--- src/rtl/rfd_pkg.sv ---
package rfd_pkg;

  // Ring depth default
  localparam int MAX_CELLS_DEF = 4096;

  // Field widths
  localparam int FOLD_W = 24;
  localparam int EXC_W  = FOLD_W - 1;
  localparam int FOAM_W = 17;
  localparam int IDX_W  = 12;
  localparam int Q_W    = 17;
  localparam int RLEN_W = 13;
  localparam int SPAN_W = 30;
  localparam int GAIN_W = 24;
  localparam int GEN_W  = Q_W + GAIN_W - 16;

  // APB port
  localparam int APB_AW = 5;
  localparam int APB_DW = 32;

  localparam logic [Q_W-1:0] ONE_Q16 = 17'h10000;

  // Register reset values
  localparam logic [RLEN_W-1:0] RING_LENGTH_RST = 13'd4096;
  localparam logic [Q_W-1:0]    GEN_THRESHOLD_RST = 17'd0;
  localparam logic [SPAN_W-1:0] INV_SPAN_RST = 30'd65536;
  localparam logic [GAIN_W-1:0] GEN_GAIN_RST = 24'd0;
  localparam logic [Q_W-1:0]    RETENTION_RST = 17'd65536;
  localparam logic [Q_W-1:0]    BLEND_RST = 17'd0;

  typedef enum logic [2:0] {
    REG_RING_LENGTH,
    REG_GEN_THRESHOLD,
    REG_INV_SPAN,
    REG_GEN_GAIN,
    REG_RETENTION,
    REG_BLEND
  } rfd_reg_e;

  typedef struct packed {
    logic [RLEN_W-1:0] ring_length;
    logic [Q_W-1:0]    gen_threshold;
    logic [SPAN_W-1:0] inv_span;
    logic [GAIN_W-1:0] gen_gain;
    logic [Q_W-1:0]    retention;
    logic [Q_W-1:0]    blend;
  } rfd_cfg_t;

  // Saturate a level to one in Q1.16
  function automatic logic [Q_W-1:0] clamp_q16(input logic [63:0] v);
    logic [Q_W-1:0] r;
    r = (v > 64'(ONE_Q16)) ? ONE_Q16 : v[Q_W-1:0];
    return r;
  endfunction

endpackage

--- src/rtl/rfd_cfg_regs.sv ---
module rfd_cfg_regs (
  input  logic                       clk_i,
  input  logic                       rst_ni,
  input  logic                       psel,
  input  logic                       penable,
  input  logic                       pwrite,
  input  logic [rfd_pkg::APB_AW-1:0] paddr,
  input  logic [rfd_pkg::APB_DW-1:0] pwdata,
  output logic [rfd_pkg::APB_DW-1:0] prdata,
  output logic                       pready,
  output rfd_pkg::rfd_cfg_t          cfg_o
);
  import rfd_pkg::*;

  rfd_cfg_t cfg_q;
  rfd_reg_e reg_sel;
  logic     wr_beat;

  assign reg_sel = rfd_reg_e'(paddr[APB_AW-1:2]);
  assign wr_beat = psel && penable && pwrite;
  assign pready  = 1'b1;
  assign cfg_o   = cfg_q;

  // Write registers on the access phase
  always_ff @(posedge clk_i or negedge rst_ni) begin
    if (!rst_ni) begin
      cfg_q.ring_length   <= RING_LENGTH_RST;
      cfg_q.gen_threshold <= GEN_THRESHOLD_RST;
      cfg_q.inv_span      <= INV_SPAN_RST;
      cfg_q.gen_gain      <= GEN_GAIN_RST;
      cfg_q.retention     <= RETENTION_RST;
      cfg_q.blend         <= BLEND_RST;
    end else if (wr_beat) begin
      case (reg_sel)
        REG_RING_LENGTH:   cfg_q.ring_length   <= pwdata[RLEN_W-1:0];
        REG_GEN_THRESHOLD: cfg_q.gen_threshold <= pwdata[Q_W-1:0];
        REG_INV_SPAN:      cfg_q.inv_span      <= pwdata[SPAN_W-1:0];
        REG_GEN_GAIN:      cfg_q.gen_gain      <= pwdata[GAIN_W-1:0];
        REG_RETENTION:     cfg_q.retention     <= pwdata[Q_W-1:0];
        REG_BLEND:         cfg_q.blend         <= pwdata[Q_W-1:0];
        default: ;
      endcase
    end
  end

  // Read back
  always_comb begin
    case (reg_sel)
      REG_RING_LENGTH:   prdata = APB_DW'(cfg_q.ring_length);
      REG_GEN_THRESHOLD: prdata = APB_DW'(cfg_q.gen_threshold);
      REG_INV_SPAN:      prdata = APB_DW'(cfg_q.inv_span);
      REG_GEN_GAIN:      prdata = APB_DW'(cfg_q.gen_gain);
      REG_RETENTION:     prdata = APB_DW'(cfg_q.retention);
      REG_BLEND:         prdata = APB_DW'(cfg_q.blend);
      default:           prdata = '0;
    endcase
  end

endmodule

--- config.mk ---
export PLATFORM = sky130hd
export DESIGN_NAME = rfd_cfg_regs
export DESIGN_NICKNAME = d
export VERILOG_FILES = /design/src/rtl/rfd_pkg.sv /design/src/rtl/rfd_cfg_regs.sv
export SDC_FILE = /design/constraint.sdc
export NUM_CORES = 1
export LEC_CHECK = 0
export BUFFER_PORTS_ARGS = -buffer_cell sky130_fd_sc_hd__buf_2
export CORE_MARGIN = 2
export CORE_UTILIZATION = 53
export CTS_CLUSTER_DIAMETER = 40
export CTS_CLUSTER_SIZE = 25
export DETAILED_ROUTE_END_ITERATION = 8
export PLACE_DENSITY = 0.92
export SYNTH_ARGS = -nofsm -noshare
export SYNTH_HDL_FRONTEND = slang
export SYNTH_SLANG_ARGS = --single-unit
--- constraint.sdc ---
create_clock -name clk_i -period 2.54 [get_ports clk_i]
set_input_delay 0.381 -clock clk_i [delete_from_list [all_inputs] [get_ports clk_i]]
set_output_delay 0.381 -clock clk_i [all_outputs]
set_load 0.03 [all_outputs]
==> results_dict.tcl <==
set metrics [dict create \
    outcome "finished, final reports clean" \
    start_util 0.537 \
    max_cap_violations 0 \
    timing.final.ws_setup_ns 0.367 \
    firstDrtPassIters 5 \
    max-vdd-ir-drop_uv 577 \
    track_usage 0.271 \
    core_um2 10200 \
    netlist_area_um2 5470 \
    cp_common_cell "buf_2" \
    vias 4155 \
    rr_worst_depth 1 \
    synth_area_leaders "dfrtp_1 53%, mux2_2 30%, mux2i_1 2.2%, dfstp_2 1.4%, a221oi_1 1.4%" \
    min_period_ns 2.17 \
    crit_arrival_ns 1.79 \
    grt_max_degree 68 \
    holdCritStartpoint "pwdata[29]" \
    die_area_um2 11100 \
    syn_inst 399 \
    leakage_uw 0.00366 \
    reg2reg_slack_ns 1.73 \
    antenna_found_initial 0 \
    place_hpwl_mm 10.1 \
    fmax_mhz 460 \
    finalHoldViolations 0 \
    hold_end "cfg_o[87]$_DFFE_PN0P_" \
    cp_max_fo 16 \
    timing.critical_path.from "paddr[3]" \
    worst_pin_slew_ns 0.737 \
    setup_viol 0 \
    cts_buffers 17 \
    grt_pass1_vias 4527 \
    fin_tns_setup_ns 0 \
    hold_depth 2 \
    synthFlopType "dfrtp_1" \
    antennaDiodeCount 0 \
    clock-sinks 118 \
    largest_register_ffs 118 \
    grt_pass1_wl_mm 23.4 \
    fin_crit_sh 0.856 \
    crit_path_end_kind "primary output" \
    ys_top_cells_by_count "148 x mux2_2, 115 x dfrtp_1, 14 x nand2_1, 13 x buf_2, 12 x mux2i_1" \
    io_pins 193 \
    fill_cells 722 \
    fp.dieH_um 106 \
    drc 0 \
    fin_hold_ws_ns 0.102 \
    h-tree-depth 4 \
    async_reset_ff_frac 1.00 \
    synth-edff-count 0 \
    rsz0062_at_grt "false" \
    tritoncts "yes" \
    drive_above_1_share 0.642 \
    slew_viol_final 0 \
    r2r-start "cfg_o[36]$_DFFE_PN0P_" \
    path_cells "buf_2 -> nand2b_1 -> nor2_1 -> a221o_1 -> buf_2" \
    place.port_buffers 185 \
    gp_congestion 0.855 \
    ys_seq_area_frac 0.541 \
    multi_input_area_um2 2360 \
    yosysTopAreaCell "dfrtp_1" \
    clk_pin_slew_ns 0.06 \
    row_count 37 \
    ys_seq_elements 118 \
    rr_endpoint "cfg_o[36]$_DFFE_PN0P_" \
    dp_slack_ns 0.358 \
    seq_area_um2 2960 \
    crit_type "input pin to primary output" \
    syn_to_final_growth_pct 31.3 \
    clock_skew_ns 0 \
    hold_path.class "input pin to register" \
    netlist.area_leader.share 0.526 \
    cts_setup_buffers 0 \
    slowest_stage "nor2_1" \
    clk_latency_ns 0.51 \
    finalWirelength_mm 14.7 \
    clockRootBuffer "clkbuf_8" \
    drtIter0Drc 221 \
    avgSynthCellArea_um2 13.7 \
    cts_resized 0 \
    yosysUniqueCellTypes 30 \
    max_stage_delay_ns 0.40 \
    relSlewSlack 0.509 \
    critical_path_required_ns 2.16 \
    synth_warnings 0 \
    startpoint_type "input pin" \
    p_per_area_nw_per_um2 954 \
    overflow 0 \
    ant_nets 0 \
    die_x_um 106 \
    cts_buffer_depth 2 \
    synth_most_common_cell "mux2_2" \
    viasPerCell 5.58 \
    nets 639 \
    wl_per_cell_um 19.8 \
]
==> layout by cell type, fill, tap and decap left out, types with 9 or more instances in the layout <==
master / instances
buf_4: 19
mux2i_1: 12
clkbuf_16: 16
nor2_1: 9
mux2_2: 148
dfrtp_1: 115
a21oi_1: 10
a221oi_1: 9
nand2_1: 14
buf_2: 184
==> area by class of cell <==
cell class / count / area share
tap: 136 / 0.0237
sequential: 118 / 0.412
timing repair buffer: 207 / 0.158
inverter: 1 / 0.000523
clock buffer: 26 / 0.0694
multi-input combinational: 252 / 0.329
clock inverter: 5 / 0.00697
==> metrics by stage <==
stage               cells  cell area (um2)  total power [uW]   util
floorplan             400             5470              3960      -
global placement      713             6620              4580  0.650
detailed placement    713             6620              4660  0.650
CTS                   745             7180              6890  0.705
global route          745             7180              7120  0.705
finish                745             7180              6840  0.705
==> worst max-delay path, delay by kind of cell <==
kind	cells	cell delay [ns]
and+or+nand+nor	2	0.63
buffers and inverters	2	0.54
AOI/OAI and AO/OA	1	0.23
==> cells by family (layout without fill, tap and decap cells) <==
group / Yosys count / after routing / share of synthesized area
AOI/OAI and AO/OA: 39 / 39 / 0.0487
buffers and inverters: 30 / 239 / 0.0304
DFF: 118 / 118 / 0.541
muxes: 160 / 160 / 0.327
other: 2 / 3 / 0.00137
and+or+nand+nor: 50 / 50 / 0.0519
==> report_power, final <==
part	switching, uW	internal [uW]	total (uW)
combinational	1350	744	2090
clock	785	1410	2200
sequential	292	2260	2550
total	2430	4420	6840
==> how the worst max path moves through the flow <==
stage                             endpoint  cells after the start
floorplan                        prdata[0]                      5
global placement    cfg_o[113]$_DFFE_PN0P_                      5
detailed placement  cfg_o[107]$_DFFE_PN0P_                      5
CTS                              prdata[9]                      5
global route                     prdata[9]                      5
finish                           prdata[9]                      5
==> timing repair <==
item | CTS | global route
hold buffers | 1 | 0
endpoints found under the hold margin | 16 | 0
setup endpoints to repair | 0 | 0
==> per-layer routing <==
metal / vias up / share of wire / GRT usage
li1: 1849 / - / -
met1: 2081 / 0.41 / 0.335
met2: 208 / 0.51 / 0.454
met3: 17 / 0.074 / 0.0767
met4: 0 / 0.013 / 0.0996
met5: - / 0 / 0
No activity file was read; power rests on OpenSTA's default activity.
